===== config.mk =====
export PLATFORM = sky130hd
export DESIGN_NAME = lcd_nibble_write_sequencer
export DESIGN_NICKNAME = d
export VERILOG_FILES = /design/src/hdl/lnws_pkg.sv /design/src/hdl/lnws_front.sv /design/src/hdl/lnws_queue.sv /design/src/hdl/lnws_back.sv /design/src/hdl/lcd_nibble_write_sequencer.sv
export SDC_FILE = /design/constraint.sdc
export NUM_CORES = 1
export LEC_CHECK = 0
export ABC_AREA = 1
export BUFFER_PORTS_ARGS = -buffer_cell sky130_fd_sc_hd__buf_2
export CORE_ASPECT_RATIO = 1.75
export CORE_MARGIN = 2
export CORE_UTILIZATION = 50
export DETAILED_ROUTE_END_ITERATION = 12
export PLACE_DENSITY = 0.81
export SLEW_MARGIN = 20
export SYNTH_ARGS = -nofsm -noshare
export SYNTH_HDL_FRONTEND = slang
export SYNTH_HIERARCHICAL = 1
export SYNTH_SLANG_ARGS = --single-unit

===== constraint.sdc =====
create_clock -name clk -period 8.1 [get_ports clk]
set_input_delay 1.215 -clock clk [delete_from_list [all_inputs] [get_ports clk]]
set_output_delay 1.215 -clock clk [all_outputs]
set_load 0.005 [all_outputs]

===== src/hdl/lnws_pkg.sv =====
// Shared types and constants for the LCD nibble write sequencer.
package lnws_pkg;

  localparam int QUEUE_DEPTH = 4;
  localparam int ADDR_W = 4;

  localparam logic [1:0] REG_TWO_LINE   = 2'd0;
  localparam logic [1:0] REG_PULSE      = 2'd1;
  localparam logic [1:0] REG_BYTE_WAIT  = 2'd2;

  localparam logic [0:0] OP_WRITE = 1'b0;
  localparam logic [0:0] OP_INIT  = 1'b1;

  localparam logic [15:0] HOLD_MAX        = 16'hFFFF;
  localparam logic [9:0]  PULSE_RESET     = 10'd5;
  localparam logic [15:0] BYTE_WAIT_RESET = 16'd2000;

  localparam logic [7:0] CMD_FUNCTION_SET = 8'h20;
  localparam logic [7:0] CMD_LINES_BIT    = 8'h08;
  localparam logic [7:0] CMD_DISPLAY_OFF  = 8'h08;
  localparam logic [7:0] CMD_CLEAR        = 8'h01;
  localparam logic [7:0] CMD_ENTRY_INC    = 8'h06;
  localparam logic [3:0] NIB_WAKE         = 4'h3;
  localparam logic [3:0] NIB_FOUR_BIT     = 4'h2;
  localparam logic [15:0] WAIT_LONG       = 16'd5000;
  localparam logic [15:0] WAIT_SHORT      = 16'd200;

  typedef struct packed {
    logic       opcode;
    logic       register_select;
    logic [7:0] data_byte;
  } in_beat_t;

  typedef struct packed {
    logic        rs_pin;
    logic        rw_pin;
    logic        enable_pin;
    logic [3:0]  bus_nibble;
    logic [15:0] hold_us;
    logic        last_state;
  } out_beat_t;

  // is_byte clear: single pulse of data[3:0] followed by wait_us
  typedef struct packed {
    logic        is_byte;
    logic        rs;
    logic [7:0]  data;
    logic [15:0] wait_us;
    logic        last;
  } job_t;

endpackage


===== src/hdl/lnws_front.sv =====
// Front end: accepts items and expands them into nibble and byte jobs.
module lnws_front
  import lnws_pkg::*;
(
  input  logic        clk,
  input  logic        rst,
  input  logic        in_valid,
  output logic        in_ready,
  input  in_beat_t    in_data,
  input  logic        two_line_mode,
  input  logic [15:0] byte_wait_us,
  input  logic        q_full,
  output logic        q_push,
  output job_t        q_data
);

  logic       busy;
  logic [2:0] step;
  logic       accept;

  function automatic job_t init_job(input logic [2:0] s, input logic lines,
                                    input logic [15:0] bw);
    job_t j;
    j.rs      = 1'b0;
    j.is_byte = s[2];
    j.last    = (s == 3'd7);
    j.wait_us = s[2] ? bw : ((s == 3'd0) ? WAIT_LONG : WAIT_SHORT);
    case (s)
      3'd0, 3'd1, 3'd2: j.data = {4'h0, NIB_WAKE};
      3'd3:             j.data = {4'h0, NIB_FOUR_BIT};
      3'd4:             j.data = CMD_FUNCTION_SET | (lines ? CMD_LINES_BIT : 8'h00);
      3'd5:             j.data = CMD_DISPLAY_OFF;
      3'd6:             j.data = CMD_CLEAR;
      default:          j.data = CMD_ENTRY_INC;
    endcase
    return j;
  endfunction

  assign in_ready = !busy && !q_full;
  assign accept   = in_valid && in_ready;

  always_comb begin
    q_push = 1'b0;
    q_data = init_job(step, two_line_mode, byte_wait_us);
    if (busy) begin
      q_push = !q_full;
    end else if (accept) begin
      q_push = 1'b1;
      if (in_data.opcode == OP_INIT) begin
        q_data = init_job(3'd0, two_line_mode, byte_wait_us);
      end else begin
        q_data.is_byte = 1'b1;
        q_data.rs      = in_data.register_select;
        q_data.data    = in_data.data_byte;
        q_data.wait_us = byte_wait_us;
        q_data.last    = 1'b1;
      end
    end
  end

  always_ff @(posedge clk) begin
    if (rst) begin
      busy <= 1'b0;
      step <= 3'd0;
    end else if (busy) begin
      if (!q_full) begin
        step <= step + 3'd1;
        if (step == 3'd7) busy <= 1'b0;
      end
    end else if (accept && in_data.opcode == OP_INIT) begin
      busy <= 1'b1;
      step <= 3'd1;
    end
  end

endmodule


===== src/hdl/lnws_queue.sv =====
// Small job queue between front and back end.
module lnws_queue
  import lnws_pkg::*;
#(
  parameter int DEPTH = QUEUE_DEPTH
) (
  input  logic clk,
  input  logic rst,
  input  logic push,
  input  job_t push_data,
  output logic full,
  input  logic pop,
  output job_t pop_data,
  output logic empty
);

  localparam int AW = (DEPTH > 1) ? $clog2(DEPTH) : 1;
  localparam int CW = $clog2(DEPTH + 1);

  job_t          slots [DEPTH];
  logic [AW-1:0] wr_ptr;
  logic [AW-1:0] rd_ptr;
  logic [CW-1:0] count;
  logic          do_push;
  logic          do_pop;

  assign full     = (count == CW'(DEPTH));
  assign empty    = (count == '0);
  assign pop_data = slots[rd_ptr];
  assign do_push  = push && !full;
  assign do_pop   = pop && !empty;

  always_ff @(posedge clk) begin
    if (do_push) slots[wr_ptr] <= push_data;
  end

  always_ff @(posedge clk) begin
    if (rst) begin
      wr_ptr <= '0;
      rd_ptr <= '0;
      count  <= '0;
    end else begin
      if (do_push) wr_ptr <= (wr_ptr == AW'(DEPTH - 1)) ? '0 : wr_ptr + AW'(1);
      if (do_pop)  rd_ptr <= (rd_ptr == AW'(DEPTH - 1)) ? '0 : rd_ptr + AW'(1);
      if (do_push && !do_pop)      count <= count + CW'(1);
      else if (do_pop && !do_push) count <= count - CW'(1);
    end
  end

endmodule


===== src/hdl/lnws_back.sv =====
// Back end: steps each job through its pin states into the output register.
module lnws_back
  import lnws_pkg::*;
(
  input  logic       clk,
  input  logic       rst,
  input  logic [9:0] pulse_us,
  input  logic       q_empty,
  input  job_t       q_data,
  output logic       q_pop,
  output logic       out_valid,
  input  logic       out_ready,
  output out_beat_t  out_data
);

  logic        cur_valid;
  job_t        cur;
  logic [1:0]  phase;
  logic        adv;
  logic        at_end;
  logic [16:0] sum;
  logic [15:0] hold;

  assign adv    = !out_valid || out_ready;
  assign at_end = (phase == 2'd3);
  assign q_pop  = !q_empty && (!cur_valid || (adv && at_end));
  assign sum    = {1'b0, cur.wait_us} + {7'b0, pulse_us};
  assign hold   = at_end ? (sum[16] ? HOLD_MAX : sum[15:0]) : {6'b0, pulse_us};

  always_ff @(posedge clk) begin
    if (rst) begin
      cur_valid <= 1'b0;
      out_valid <= 1'b0;
      phase     <= 2'd0;
    end else begin
      if (cur_valid && adv) begin
        out_valid <= 1'b1;
      end else if (out_ready) begin
        out_valid <= 1'b0;
      end
      if (q_pop) begin
        cur_valid <= 1'b1;
        phase     <= q_data.is_byte ? 2'd0 : 2'd2;
      end else if (cur_valid && adv) begin
        phase <= phase + 2'd1;
        if (at_end) cur_valid <= 1'b0;
      end
    end
  end

  always_ff @(posedge clk) begin
    if (q_pop) cur <= q_data;
    if (cur_valid && adv) begin
      out_data.rs_pin     <= cur.rs;
      out_data.rw_pin     <= 1'b0;
      out_data.enable_pin <= !phase[0];
      out_data.bus_nibble <= phase[1] ? cur.data[3:0] : cur.data[7:4];
      out_data.hold_us    <= hold;
      out_data.last_state <= cur.last && at_end;
    end
  end

endmodule


===== src/hdl/lcd_nibble_write_sequencer.sv =====
// Top level of the LCD nibble write sequencer: config registers and datapath.
//
//  channel  | direction | handshake            | beat
//  in       | input     | in_valid / in_ready  | in_beat_t (opcode, rs, byte)
//  out      | output    | out_valid / out_ready| out_beat_t (pins, hold, last)
//  config   | input     | APB psel/penable     | 32-bit register write/read
//
// A byte write goes out as an enable pulse per nibble, high first; the back
// end emits one pin state per cycle while out_ready is high and a job waits.
// Reset restores two_line_mode 1, pulse_us 5, byte_wait_us 2000 and empties
// the job queue. The front end keeps accepting into the queue while the output
// stalls; in_ready drops while the queue is full or an init is expanding.
module lcd_nibble_write_sequencer
  import lnws_pkg::*;
#(
  parameter int DEPTH = QUEUE_DEPTH
) (
  input  logic              clk,
  input  logic              rst,
  input  logic              in_valid,
  output logic              in_ready,
  input  in_beat_t          in_data,
  output logic              out_valid,
  input  logic              out_ready,
  output out_beat_t         out_data,
  input  logic              psel,
  input  logic              penable,
  input  logic              pwrite,
  input  logic [ADDR_W-1:0] paddr,
  input  logic [31:0]       pwdata,
  output logic [31:0]       prdata,
  output logic              pready
);

  logic        two_line_mode;
  logic [9:0]  pulse_us;
  logic [15:0] byte_wait_us;
  logic        wr_en;
  logic        q_push;
  logic        q_pop;
  logic        q_full;
  logic        q_empty;
  job_t        q_in;
  job_t        q_out;

  assign pready = 1'b1;
  assign wr_en  = psel && penable && pwrite;

  always_ff @(posedge clk) begin
    if (rst) begin
      two_line_mode <= 1'b1;
      pulse_us      <= PULSE_RESET;
      byte_wait_us  <= BYTE_WAIT_RESET;
    end else if (wr_en) begin
      case (paddr[3:2])
        REG_TWO_LINE:  two_line_mode <= pwdata[0];
        REG_PULSE:     pulse_us      <= pwdata[9:0];
        REG_BYTE_WAIT: byte_wait_us  <= pwdata[15:0];
        default: ;
      endcase
    end
  end

  always_comb begin
    case (paddr[3:2])
      REG_TWO_LINE:  prdata = {31'b0, two_line_mode};
      REG_PULSE:     prdata = {22'b0, pulse_us};
      REG_BYTE_WAIT: prdata = {16'b0, byte_wait_us};
      default:       prdata = 32'b0;
    endcase
  end

  lnws_front u_front (
    .clk           (clk),
    .rst           (rst),
    .in_valid      (in_valid),
    .in_ready      (in_ready),
    .in_data       (in_data),
    .two_line_mode (two_line_mode),
    .byte_wait_us  (byte_wait_us),
    .q_full        (q_full),
    .q_push        (q_push),
    .q_data        (q_in)
  );

  lnws_queue #(.DEPTH(DEPTH)) u_queue (
    .clk       (clk),
    .rst       (rst),
    .push      (q_push),
    .push_data (q_in),
    .full      (q_full),
    .pop       (q_pop),
    .pop_data  (q_out),
    .empty     (q_empty)
  );

  lnws_back u_back (
    .clk       (clk),
    .rst       (rst),
    .pulse_us  (pulse_us),
    .q_empty   (q_empty),
    .q_data    (q_out),
    .q_pop     (q_pop),
    .out_valid (out_valid),
    .out_ready (out_ready),
    .out_data  (out_data)
  );

`ifndef ASSERT_OFF
  a_last_on_fall: assert property (@(posedge clk) disable iff (rst)
    out_valid && out_data.last_state |-> !out_data.enable_pin)
    else $error("last pin state has enable high");

  a_high_hold: assert property (@(posedge clk) disable iff (rst)
    out_valid && out_data.enable_pin |-> out_data.hold_us == {6'b0, pulse_us})
    else $error("enable-high state hold differs from pulse time");

  a_no_push_full: assert property (@(posedge clk) disable iff (rst)
    q_full && !q_pop |-> !(in_valid && in_ready))
    else $error("item accepted while job queue full");
`endif

endmodule

# ---- Word level (Yosys, flattened, before mapping)
# Memory sizes are Yosys's and may differ from the RTL's. A register that Yosys moved wholly into a read port is not among the register bits.
# Index checks and enable logic that the tools add are counted.
dict set report word_totals {
  register_bits 91
  mem_bits_rw 108
  elab_cells 116
  n_memories 1
}
# name words word_bits rd rd_clocked_by_memory_dff write_ports line
set mem_list {}
lappend mem_list {u_queue.slots 4 27 1 1 1 lnws_queue.sv:20} ;# job_t slots [DEPTH];
dict set report classes {
  n_reduce_logical 37
  eq_ne 14
  add_sub_neg 7
  mux 36
}
# op n
set op_table {}
lappend op_table {{$mux 27} 3}
lappend op_table {{$pmux 16 s3} 1}
lappend op_table {{$pmux 8 s5} 1}
lappend op_table {{$mux 16} 2}
lappend op_table {{$add 16x10->17} 1}
lappend op_table {{$eq 3x3->1 const B} 5}
lappend op_table {{$mux 3} 5}
lappend op_table {{$mux 2} 7}
lappend op_table {{$logic_and 1x1->1} 13}
lappend op_table {{$mux 1} 13}
lappend op_table {{$mux 13} 1}
lappend op_table {{$mux 10} 1}
lappend op_table {{$reduce_and 2->1} 5}
lappend op_table {{$reduce_bool 2->1} 5}
lappend op_table {{$eq 2x2->1 const B} 4}
lappend op_table {{$logic_not 1->1} 8}
lappend op_table {{$mux 4} 2}
lappend op_table {{$add 2x1->2 const B} 3}
lappend op_table {{$add 3x1->3 const B} 2}
lappend op_table {{$eq 3x2->1 const B} 2}
lappend op_table {{$logic_not 3->1} 2}
lappend op_table {{$eq 3x1->1 const B} 1}
lappend op_table {{$reduce_or 3->1} 1}
lappend op_table {{$sub 3x1->3 const B} 1}
lappend op_table {{other kinds (4)} 5}

# ---- Depth between registers and ports, before layout
# Gate-level depths: netlist of run 1.
dict set report depth {
  depth_word 11
  depth_mapped 18
  depth_no_buf 17
}

# ---- By module
# The synthesis of run 1 kept the hierarchy.
# module area_each_um2 cells_per_inst instances
set modules_own_cells {}
lappend modules_own_cells {lnws_queue 4556.9 332 1}
lappend modules_own_cells {lnws_back 2673.8 281 1}
lappend modules_own_cells {lcd_nibble_write_sequencer 1470.2 228 1}
lappend modules_own_cells {lnws_front 724.4 127 1}

# ---- Worst setup path after synthesis of run 1
# Ideal clock, no wire load.
dict set report synth_timing {
  path_kind {input to register}
  start {in out_ready}
  end {reg u_queue.count[1]}
  setup_time_ns 0.116
  path_stages 10
  path_slack_ns 3.885
  required_ns 7.984
  t_arrival_ns 4.100
  cell_sequence {inv_1 -> nand2_1 -> nand2_1 -> a21oi_1 -> nand2_1 -> ha_1 -> inv_1 -> fa_1 -> o21ai_0 -> nor2_1}
}
dict set report synth_between {
  elab_chain_cells 8
  word_cells_on_any_way 10
}
# item line
set synth_lines {}
lappend synth_lines {{start, declared} lcd_nibble_write_sequencer.sv:24} ;# input logic out_ready,
lappend synth_lines {{$logic_or 1x1->1 *} lnws_back.sv:24} ;# assign adv = !out_valid || out_ready;
lappend synth_lines {{$logic_and 1x1->1 *} lnws_back.sv:26} ;# assign q_pop = !q_empty && (!cur_valid || (adv && at_end));
lappend synth_lines {{$logic_or 1x1->1 *} lnws_back.sv:26}
lappend synth_lines {{$logic_and 1x1->1 *} lnws_back.sv:26}
lappend synth_lines {{net q_pop} lcd_nibble_write_sequencer.sv:40} ;# logic q_pop;
lappend synth_lines {{$logic_and 1x1->1 *} lnws_queue.sv:31} ;# assign do_pop = pop && !empty;
lappend synth_lines {{$logic_not 1->1} lnws_queue.sv:45} ;# if (do_push && !do_pop) count <= count + CW'(1);
lappend synth_lines {{$logic_and 1x1->1} lnws_queue.sv:45}
lappend synth_lines {{$mux 3 / $reduce_bool 2->1 (equally long branches)} --}
lappend synth_lines {{end signal, assigned} lnws_queue.sv:45}
lappend synth_lines {{end signal, assigned} lnws_queue.sv:46} ;# else if (do_pop && !do_push) count <= count - CW'(1);
lappend synth_lines {{end, declared} lnws_queue.sv:23} ;# logic [CW-1:0] count;
# The timed path passes the listed nets; every way through them passes the cells marked *.
# A chain may end at the register's enable or synchronous reset.

# ---- Final worst setup path of run 1
dict set report layout_timing {
  start {in paddr[3]}
  end {out prdata[6]}
}
dict set report layout_between {
  elab_chain_cells 2
  word_cells_on_any_way 4
}
# item line
set layout_lines {}
lappend layout_lines {{start, declared} lcd_nibble_write_sequencer.sv:29} ;# input logic [ADDR_W-1:0] paddr,
lappend layout_lines {{$eq 2x2->1, or another cell as far along} lcd_nibble_write_sequencer.sv:65} ;# case (paddr[3:2])
lappend layout_lines {{$pmux 16 s3 *} lcd_nibble_write_sequencer.sv:65}
lappend layout_lines {{end, declared} lcd_nibble_write_sequencer.sv:31} ;# output logic [31:0] prdata,
# Mark *: on every way between the ends. The rest lies on a longest branch, timed or not.

==> results of run 1 <==
[logic make-up after synthesis]
family / Yosys count / synth area share
xor+xnor: 7 / 0.006505
buf+inv: 147 / 0.07991
fa+ha+maj: 26 / 0.03611
flops: 201 / 0.5937
simple gates: 456 / 0.2047
compound gates: 128 / 0.07792
other cells: 3 / 0.001195
[worst max-delay path, stage by stage]
cell	delay [ps]
buf_2	160
inv_2	50
nor2_2	670
nand2_1	110
nand2_1	130
buf_2	120
[area by class of cell]
type                       instances  area share
clock buffer                      20     0.04674
inverter                          99     0.03694
multi-input combinational        635      0.3026
clock inverter                    12     0.01195
tap                              238     0.02845
timing repair buffer              79     0.03873
sequential                       201      0.5346
[path summary, 6_finish.rpt]
check                  startpoint                  end  slack [ps]  cells past startpoint
setup / recovery         paddr[3]            prdata[6]        4420                      6
hold / removal     u_back/cur[25]  u_back/out_data[23]         430                      0
setup reg to reg  u_back/phase[1]     u_queue/count[1]        5430                      9
hold reg to reg    u_back/cur[25]  u_back/out_data[23]         430                      0
[sequential cells by signal, summed over array words and instances, names as in the netlist, named ones only]
| register | cells |
|---|---|
| u_queue/rd_ptr | 2 |
| two_line_mode | 1 |
| u_back/cur | 26 |
| u_queue/count | 3 |
| u_back/cur_valid | 1 |
| u_queue/slots | 108 |
| u_back/out_data | 23 |
| pulse_us | 10 |
| u_front/step | 3 |
| u_front/busy | 1 |
| byte_wait_us | 16 |
| u_back/phase | 2 |
| u_back/out_valid | 1 |
| u_queue/wr_ptr | 2 |
[cells in the mapped netlist (5+ instances only)]
master      n  share of area
buf_2      11         0.0058
o21ai_0    44          0.023
nand2_1   201          0.080
a21boi_0    6         0.0048
o22ai_1    32          0.021
nor2_1    176          0.070
dfxtp_1    44          0.093
buf_6      11          0.013
inv_1      93          0.037
a21boi_1    5         0.0040
edfxtp_1  157           0.50
a21oi_1    14         0.0074
xor2_1      6         0.0056
buf_4      20          0.016
nand3_1    50          0.027
o21ai_1    23          0.012
ha_1       24          0.032
[per-layer routing]
layer  wire length, µm  global-route usage  vias up
met1              7217              0.2070     3118
met2             10160              0.3562      210
li1                  -                   -     3307
met4               377             0.06564        0
met5                 0                   0        -
met3               859             0.02451       29
[power groups by stage]
stage / combinational [mW] / clock (mW) / sequential, mW
finish: 0.969 / 0.873 / 1.52
global route: 1.09 / 0.922 / 1.55
CTS: 0.965 / 0.887 / 1.52
detailed placement: 0.956 / 0 / 1.55
global placement: 0.925 / 0 / 1.54
floorplan: 0.747 / 0 / 1.52
[placed cells by master, fill, tap and decap left out, types with 5 or more instances in the layout]
master and instances:
o21ai_1 23, buf_2 75, o21ai_0 44, nor2_1 172, nand2_1 201, nand3_1 50
inv_1 93, ha_1 24, o22ai_1 32, clkbuf_16 19, xor2_1 6, edfxtp_1 157
nor2_4 7, a21boi_0 6, a21boi_1 5, dfxtp_1 44, conb_1 18, a21oi_1 13
==> impl_metrics.toml, run 1 <==
[power]
power.density_mw_per_mm2 = 321.5
intPower_mw = 2.238
vdd_drop_max_v = 0.0001851
p_comb_frac = 0.288
p_leak_nw = 4.477
p_seq_frac = 0.452
swShare = 0.3349
power_mw = 3.365
p_sw_mw = 1.127
power_frac_clock = 0.260

[sta]
setup_viol = 0
timing.final.crit_share = 0.4548
fin_ws_ps = 4416
relSlewSlack = 0.3694
drv_slew = 0
finalSetupTns_ps = 0
final.min_clock_period_ps = 3684
tightestPinTransition_ps = 944.9
finClkSkew_ps = 11.08
hold_viol = 0
hold_slack_ps = 430.2
rsz0062_at_grt = "false"
max_freq_ghz = 0.2714

[clocking]
cts_resized = 0
ctsLongestPathBuffers = 3
cts_buffers = 18
clkSlewWorstSetupHoldPaths_ps = 70
htree_num_levels = 1
cts_setup_buffers = 0
postCtsHoldBufs = 0
clock_sinks = 201
clk_latency_ps = 480
cts_tree = "built"
cts-root-buf = "clkbuf_16"

[synthesis]
synth-edff-count = 157
synth-seq-cells = 201
synthCells = 968
ys_types = 46
synth_top_flop_cell = "edfxtp_1"
syn_area_mm2 = 0.009425
avgSynthCellArea_um2 = 9.737
async_flop_share = 0
ys_warn_count = 6
ys_seq_area_frac = 0.5937

[critical_path]
critPathLaunchType = "input port"
crit_required_ps = 6880
endpoint_kind = "primary output"
worst-path-max-fanout = 21
arrival_ps = 2470
critPathKind = "input port to primary output"

[cells_and_area]
seq_area_mm2 = 0.005595
fin_util = 0.5658
fillers = 1536
drive_gt1_frac = 0.1329
syn2layout_area_growth_pct = 11.04
nNetsFinal = 1113
fin_cells = 1284
design_area_mm2 = 0.01047
antenna_cells = 0
multi_input_area_mm2 = 0.003167

[die]
die_w_um = 107.8
core_area_mm2 = 0.01850
initial_utilization = 0.5095
die_h_um = 185.6
row_count = 66
fp.dieArea_mm2 = 0.02001
io_pins = 112

[detailed_routing]
drt_wl_total_um = 18620
firstDrtPassIters = 5
vias = 6664
first_iter_violations = 456
viasPerCell = 5.190
wl_per_cell_um = 14.50
route.detailed.drc = 0
drtAntennaViolNets = 0

[global_routing]
grt_pass1_vias = 6328
grt_pass1_wl_um = 29670
track_usage = 0.1861
antenna_found_initial = 0
grt_max_degree = 55
grt_overflow_total = 0

[place]
gp_congestion = 0.8634
dp_hpwl_um = 12690
placed_area_mm2 = 0.009852
pre_cts_slack_ps = 4425
port_buffers = 75
dp.cells = 1252

[status]
status = "completed"

[hold_path]
hold_path.class = "register to register"

[flow_run]
cap_violations = 0
No activity file was read; power rests on OpenSTA's default activity.
==> inputs of run 2 (changes only) <==
- PLACE_DENSITY: 0.81 -> 0.84
- clock period: 8.1 -> 3.05 ns (I/O delays scaled with it)
==> run 2 against run 1 <==
Net effect: sequential cell count did not move; core utilization rose by 0.088 points; critical path depth rose by 11; sequential power rose to 2.7 times the previous value; critical path type is now register to register; design area rose by 0.16%.
==> impl_metrics.toml, run 2 (same netlist as run 1, synthesis figures left out) <==
[sta]
timing.final.crit_share = 0.8254
setup_viol = 0
tightestPinTransition_ps = 720.5
final.min_clock_period_ps = 2517
drv_slew = 0
relSlewSlack = 0.5167
max_freq_ghz = 0.3972
finClkSkew_ps = 9.141
finalSetupTns_ps = 0
rsz0062_at_grt = "false"
hold_viol = 0

[detailed_routing]
route.detailed.drc = 0
firstDrtPassIters = 5
wl_met3_um = 970
wl_met1_um = 7307
first_iter_violations = 530
viasPerCell = 5.199
top_layer = "met4"
vias = 6712
drt_wl_total_um = 19040
wl_met2_um = 10250
wl_per_cell_um = 14.75
drtAntennaViolNets = 0

[cells_and_area]
largest_reg_flops = 108
drive_gt1_frac = 0.1368
fillers = 1555
final_cell_mix = "201 x nand2_1, 172 x nor2_1, 157 x edfxtp_1"
design_area_mm2 = 0.01048
nNetsFinal = 1120
antenna_cells = 0
final_common_cell = "nand2_1"
syn2layout_area_growth_pct = 11.22
fin_cells = 1291
regMostFlops = "u_queue/slots"
top_regs = "u_queue/slots x108, u_back/cur x26, u_back/out_data x23"

[power]
power_frac_clock = 0.252
vdd_drop_max_v = 0.0005002
p_comb_frac = 0.291
power.density_mw_per_mm2 = 845.6
p_leak_nw = 4.507
p_seq_frac = 0.458
intPower_mw = 5.887
p_sw_mw = 2.977
swShare = 0.3358
power_mw = 8.864

[clocking]
cts-root-buf = "clkbuf_16"
clk_latency_ps = 480
clkSlewWorstSetupHoldPaths_ps = 70
clock_sinks = 201
cts_tree = "built"
cts_setup_buffers = 0
htree_num_levels = 1
cts_buffers = 18
cts_resized = 0
ctsLongestPathBuffers = 3
postCtsHoldBufs = 0

[die]
initial_utilization = 0.5095
row_count = 66
core_area_mm2 = 0.01850
die_w_um = 107.8
io_pins = 112
die_h_um = 185.6
fp.dieArea_mm2 = 0.02001

[hold_path]
hold_end = "byte_wait_us[10]"
holdPathStages = 3
worstHoldStart = "pwdata[10]"
hold_path.class = "input port to register"

[global_routing]
track_usage = 0.1929
grt_overflow_total = 0
grt_pass1_wl_um = 30880
antenna_found_initial = 0
grt_pass1_vias = 6473
grt_max_degree = 55

[place]
port_buffers = 75
gp_congestion = 0.8827
placed_area_mm2 = 0.009897
dp_hpwl_um = 13080
dp.cells = 1259

[critical_path]
crit_top_cell = "inv_1"
r2r_slack_ps = 530
cp_top_family = "simple AND/OR/NAND/NOR gates"
worst-path-max-fanout = 16
cp_slowest_cell = "fa_1"
r2r-start = "u_queue/count[0]"
slowest_delay_ps = 430
critPathLaunchType = "register"
arrival_ps = 2890
worstRegToRegCells = 17
critPathKind = "register to register"
endpoint_kind = "register"
cp_num_buf_inv = 5
critical_path.cell_chain = "nor2_1 -> nand2_1 -> inv_1 -> nor2_4 -> nand2_4 -> nand2_1 -> nand2_2 -> inv_1 -> ha_1 -> inv_1 -> fa_1 -> inv_1 -> nand2_1 -> nand3_1 -> nand2_1 -> inv_1 -> nor2_1"
r2r-end = "u_queue/count[2]"
crit_required_ps = 3430

[flow_run]
cap_violations = 0

[status]
status = "completed"
[run 2: cell count changes in the layout (fill, tap and decap cells not counted), sizes merged]
cell / change
clkinvlp: -2
clkbuf: +2
buf: +7
bufinv: -1
clkinv: +1
[run 2: worst max-delay path by stage]
stage,cells past startpoint,endpoint,from,slack [ps]
6_report,17,u_queue/count[2],u_queue/count[0],530
5_1_grt,17,u_queue/count[2],u_queue/count[0],300
4_1_cts,17,u_queue/count[2],u_queue/count[0],530
3_5_place_dp,17,u_queue/count[2],u_queue/count[0],560
3_3_place_gp,17,u_queue/count[2],u_queue/count[0],620
2_1_floorplan,10,u_queue/count[1],u_back/phase[1],100
[run 2: area by class of cell]
cell class | instances | area, µm² | share of cell area
clock buffer | 22 | 496.7 | 0.04739
clock inverter | 10 | 88.84 | 0.008475
sequential | 201 | 5595 | 0.5338
tap | 238 | 297.8 | 0.02841
inverter | 99 | 386.6 | 0.03688
multi-input combinational | 635 | 3147 | 0.3002
timing repair buffer | 86 | 470.5 | 0.04488
[run 2: worst register-to-register path, delay by kind of cell, from the launching register on]
kind                       cells  cell delay, ps
DFF                            1             390
adders and majority gates      2             600
buffers and inverters          5             380
and+or+nand+nor               10            1050
[run 2: stage by stage]
step | utilization | hold slack (ps) | setup WS (ps)
3_5_place_dp | 0.5350 | 404.5 | 557.4
5_1_grt | 0.5667 | 207.2 | 297.0
6_report | 0.5667 | 201.0 | 532.6
4_1_cts | 0.5667 | 189.2 | 528.1
3_3_place_gp | 0.5350 | 404.5 | 618.3
2_1_floorplan | - | 400.3 | 103.5
[run 2: per-layer routing]
| layer | vias to the layer above | GRT usage |
|---|---|---|
| met1 | 3114 | 0.2190 |
| li1 | 3323 | - |
| met3 | 36 | 0.02031 |
| met2 | 239 | 0.3628 |
| met5 | - | 0 |
| met4 | 0 | 0.07897 |
[run 2: power groups by stage]
stage | Clock [mW] | Combinational, mW | Sequential [mW]
6_report | 2.23 | 2.58 | 4.06
3_5_place_dp | 0 | 2.56 | 4.11
2_1_floorplan | 0 | 1.99 | 4.04
5_1_grt | 2.37 | 2.93 | 4.12
3_3_place_gp | 0 | 2.46 | 4.09
4_1_cts | 2.27 | 2.58 | 4.06
==> inputs of run 3 (changes only) <==
- PLACE_DENSITY: 0.84 -> 0.81
- clock period: 3.05 -> 2.32 ns (I/O delays scaled with it)
==> run 3 against run 2 <==
Net effect: via count is 1.5% higher; core utilization is 1.5 points higher; routed wire length is 0.85% higher; register-to-register slack worse by 350 ps; worst setup slack worse by 350 ps; critical path depth is 3 lower; clock skew is 7.6 ps higher; die area stayed put.
==> impl_metrics.toml, run 3 (same netlist as run 1, synthesis figures left out) <==
[status]
status = "completed"

[sta]
max_freq_ghz = 0.4671
tightestPinTransition_ps = 665.3
hold_viol = 0
final.min_clock_period_ps = 2141
rsz0062_at_grt = "true"
finalSetupTns_ps = 0
timing.final.crit_share = 0.9229
finClkSkew_ps = 16.76
relSlewSlack = 0.5560
setup_viol = 0
drv_slew = 0

[critical_path]
r2r-end = "u_queue/count[2]"
critPathLaunchType = "register"
worstSetupStartpoint = "u_queue/count[1]"
worstRegToRegCells = 14
crit_required_ps = 2700
r2r_slack_ps = 180
critPathKind = "register to register"
arrival_ps = 2520
r2r-start = "u_queue/count[1]"
cp_slowest_cell = "fa_1"
critical_path.cell_chain = "nor2_1 -> nand2_1 -> inv_1 -> a21oi_4 -> nand2_2 -> ha_4 -> inv_2 -> fa_1 -> inv_1 -> nand2_1 -> nand3_1 -> nand2_1 -> inv_1 -> nor2_1"
cp-endpoint = "u_queue/count[2]"
endpoint_kind = "register"
worst-path-max-fanout = 4
slowest_delay_ps = 440

[hold_path]
hold_path.class = "input port to register"
worstHoldStart = "pwdata[10]"

[cells_and_area]
syn2layout_area_growth_pct = 14.16
seq_area_mm2 = 0.005599
antenna_cells = 0
final_common_cell = "nand2_1"
multi_input_area_mm2 = 0.003194
fillers = 1573
regMostFlops = "u_queue/slots"
fin_cells = 1311
fin_util = 0.5817
design_area_mm2 = 0.01076
drive_gt1_frac = 0.1696
top_regs = "u_queue/slots x108, u_back/cur x26, u_back/out_data x23"
nNetsFinal = 1140
largest_reg_flops = 108
final_cell_mix = "197 x nand2_1, 172 x nor2_1, 157 x edfxtp_1"

[clocking]
cts_buffers = 18
htree_num_levels = 1
clk_latency_ps = 490
cts-root-buf = "clkbuf_16"
clock_sinks = 201
cts_tree = "built"
ctsLongestPathBuffers = 3
clkSlewWorstSetupHoldPaths_ps = 70

[detailed_routing]
drt_wl_total_um = 19200
viasPerCell = 5.198
drtAntennaViolNets = 0
firstDrtPassIters = 5
vias = 6815
wl_per_cell_um = 14.65
first_iter_violations = 491
route.detailed.drc = 0

[die]
row_count = 66
die_h_um = 185.6
initial_utilization = 0.5095
io_pins = 112
core_area_mm2 = 0.01850
fp.dieArea_mm2 = 0.02001
die_w_um = 107.8

[place]
placed_area_mm2 = 0.01011
dp_hpwl_um = 13440
dp.cells = 1276
port_buffers = 75
gp_congestion = 0.8631

[power]
power_mw = 12.01
vdd_drop_max_v = 0.0007574
p_leak_nw = 4.638
power.density_mw_per_mm2 = 1116

[global_routing]
grt_pass1_vias = 6672
track_usage = 0.1981
antenna_found_initial = 0
grt_max_degree = 55
grt_pass1_wl_um = 31540
grt_overflow_total = 0

[flow_run]
cap_violations = 0
[run 3: power by group]
part	total [mW]	switching (mW)	internal [mW]	leakage [nW]
Sequential	5.35	0.373	4.98	1.87
Clock	3.09	1.33	1.75	0.302
Combinational	3.57	2.33	1.23	2.46
[run 3: worst max-delay path, delay by kind of cell (launching register included)]
kind / cells / cell delay (ps)
compound gates: 1 / 60
fa+ha+maj: 2 / 590
buf+inv: 4 / 310
flops: 1 / 340
simple gates: 7 / 750
[run 3: stage by stage]
step / setup slack (ps) / hold slack [ps]
3_3_place_gp: 111.2 / 405.5
2_1_floorplan: -59.98 / 400.3
4_1_cts: 59.35 / 54.01
6_report: 178.9 / 70.62
3_5_place_dp: 79.48 / 406.3
5_1_grt: -22.18 / 65.50
[run 3: how the worst min path moves through the flow]
stage,to,slack [ps],cells after the start
after global placement,u_back/out_data[23],410,0
after floorplan,u_back/out_data[23],400,0
after CTS,byte_wait_us[10],50,3
after global routing,byte_wait_us[10],70,3
final,byte_wait_us[10],70,3
after detailed placement,u_back/out_data[23],410,0
[run 3: layer usage]
metal,global-route usage,vias to the layer above,share of wire
li1,-,3355,-
met5,0,-,0
met4,0.08256,0,0.031
met2,0.3675,223,0.54
met3,0.02836,46,0.060
met1,0.2240,3191,0.37
[run 3: final cells by class]
class	instances	share of cell area
Clock buffer	19	0.04419
Clock inverter	13	0.01384
Inverter	99	0.03593
Multi-Input combinational cell	635	0.2969
Sequential cell	201	0.5203
Tap cell	238	0.02767
Timing Repair Buffer	106	0.06116
[run 3: repair_timing]
item | in CTS | in global routing
hold endpoints to repair | 0 | 0
setup buffers | 0 | 3
endpoints found under the setup margin | 0 | 22
hold buffers | 0 | 0
resized for setup | 0 | 7
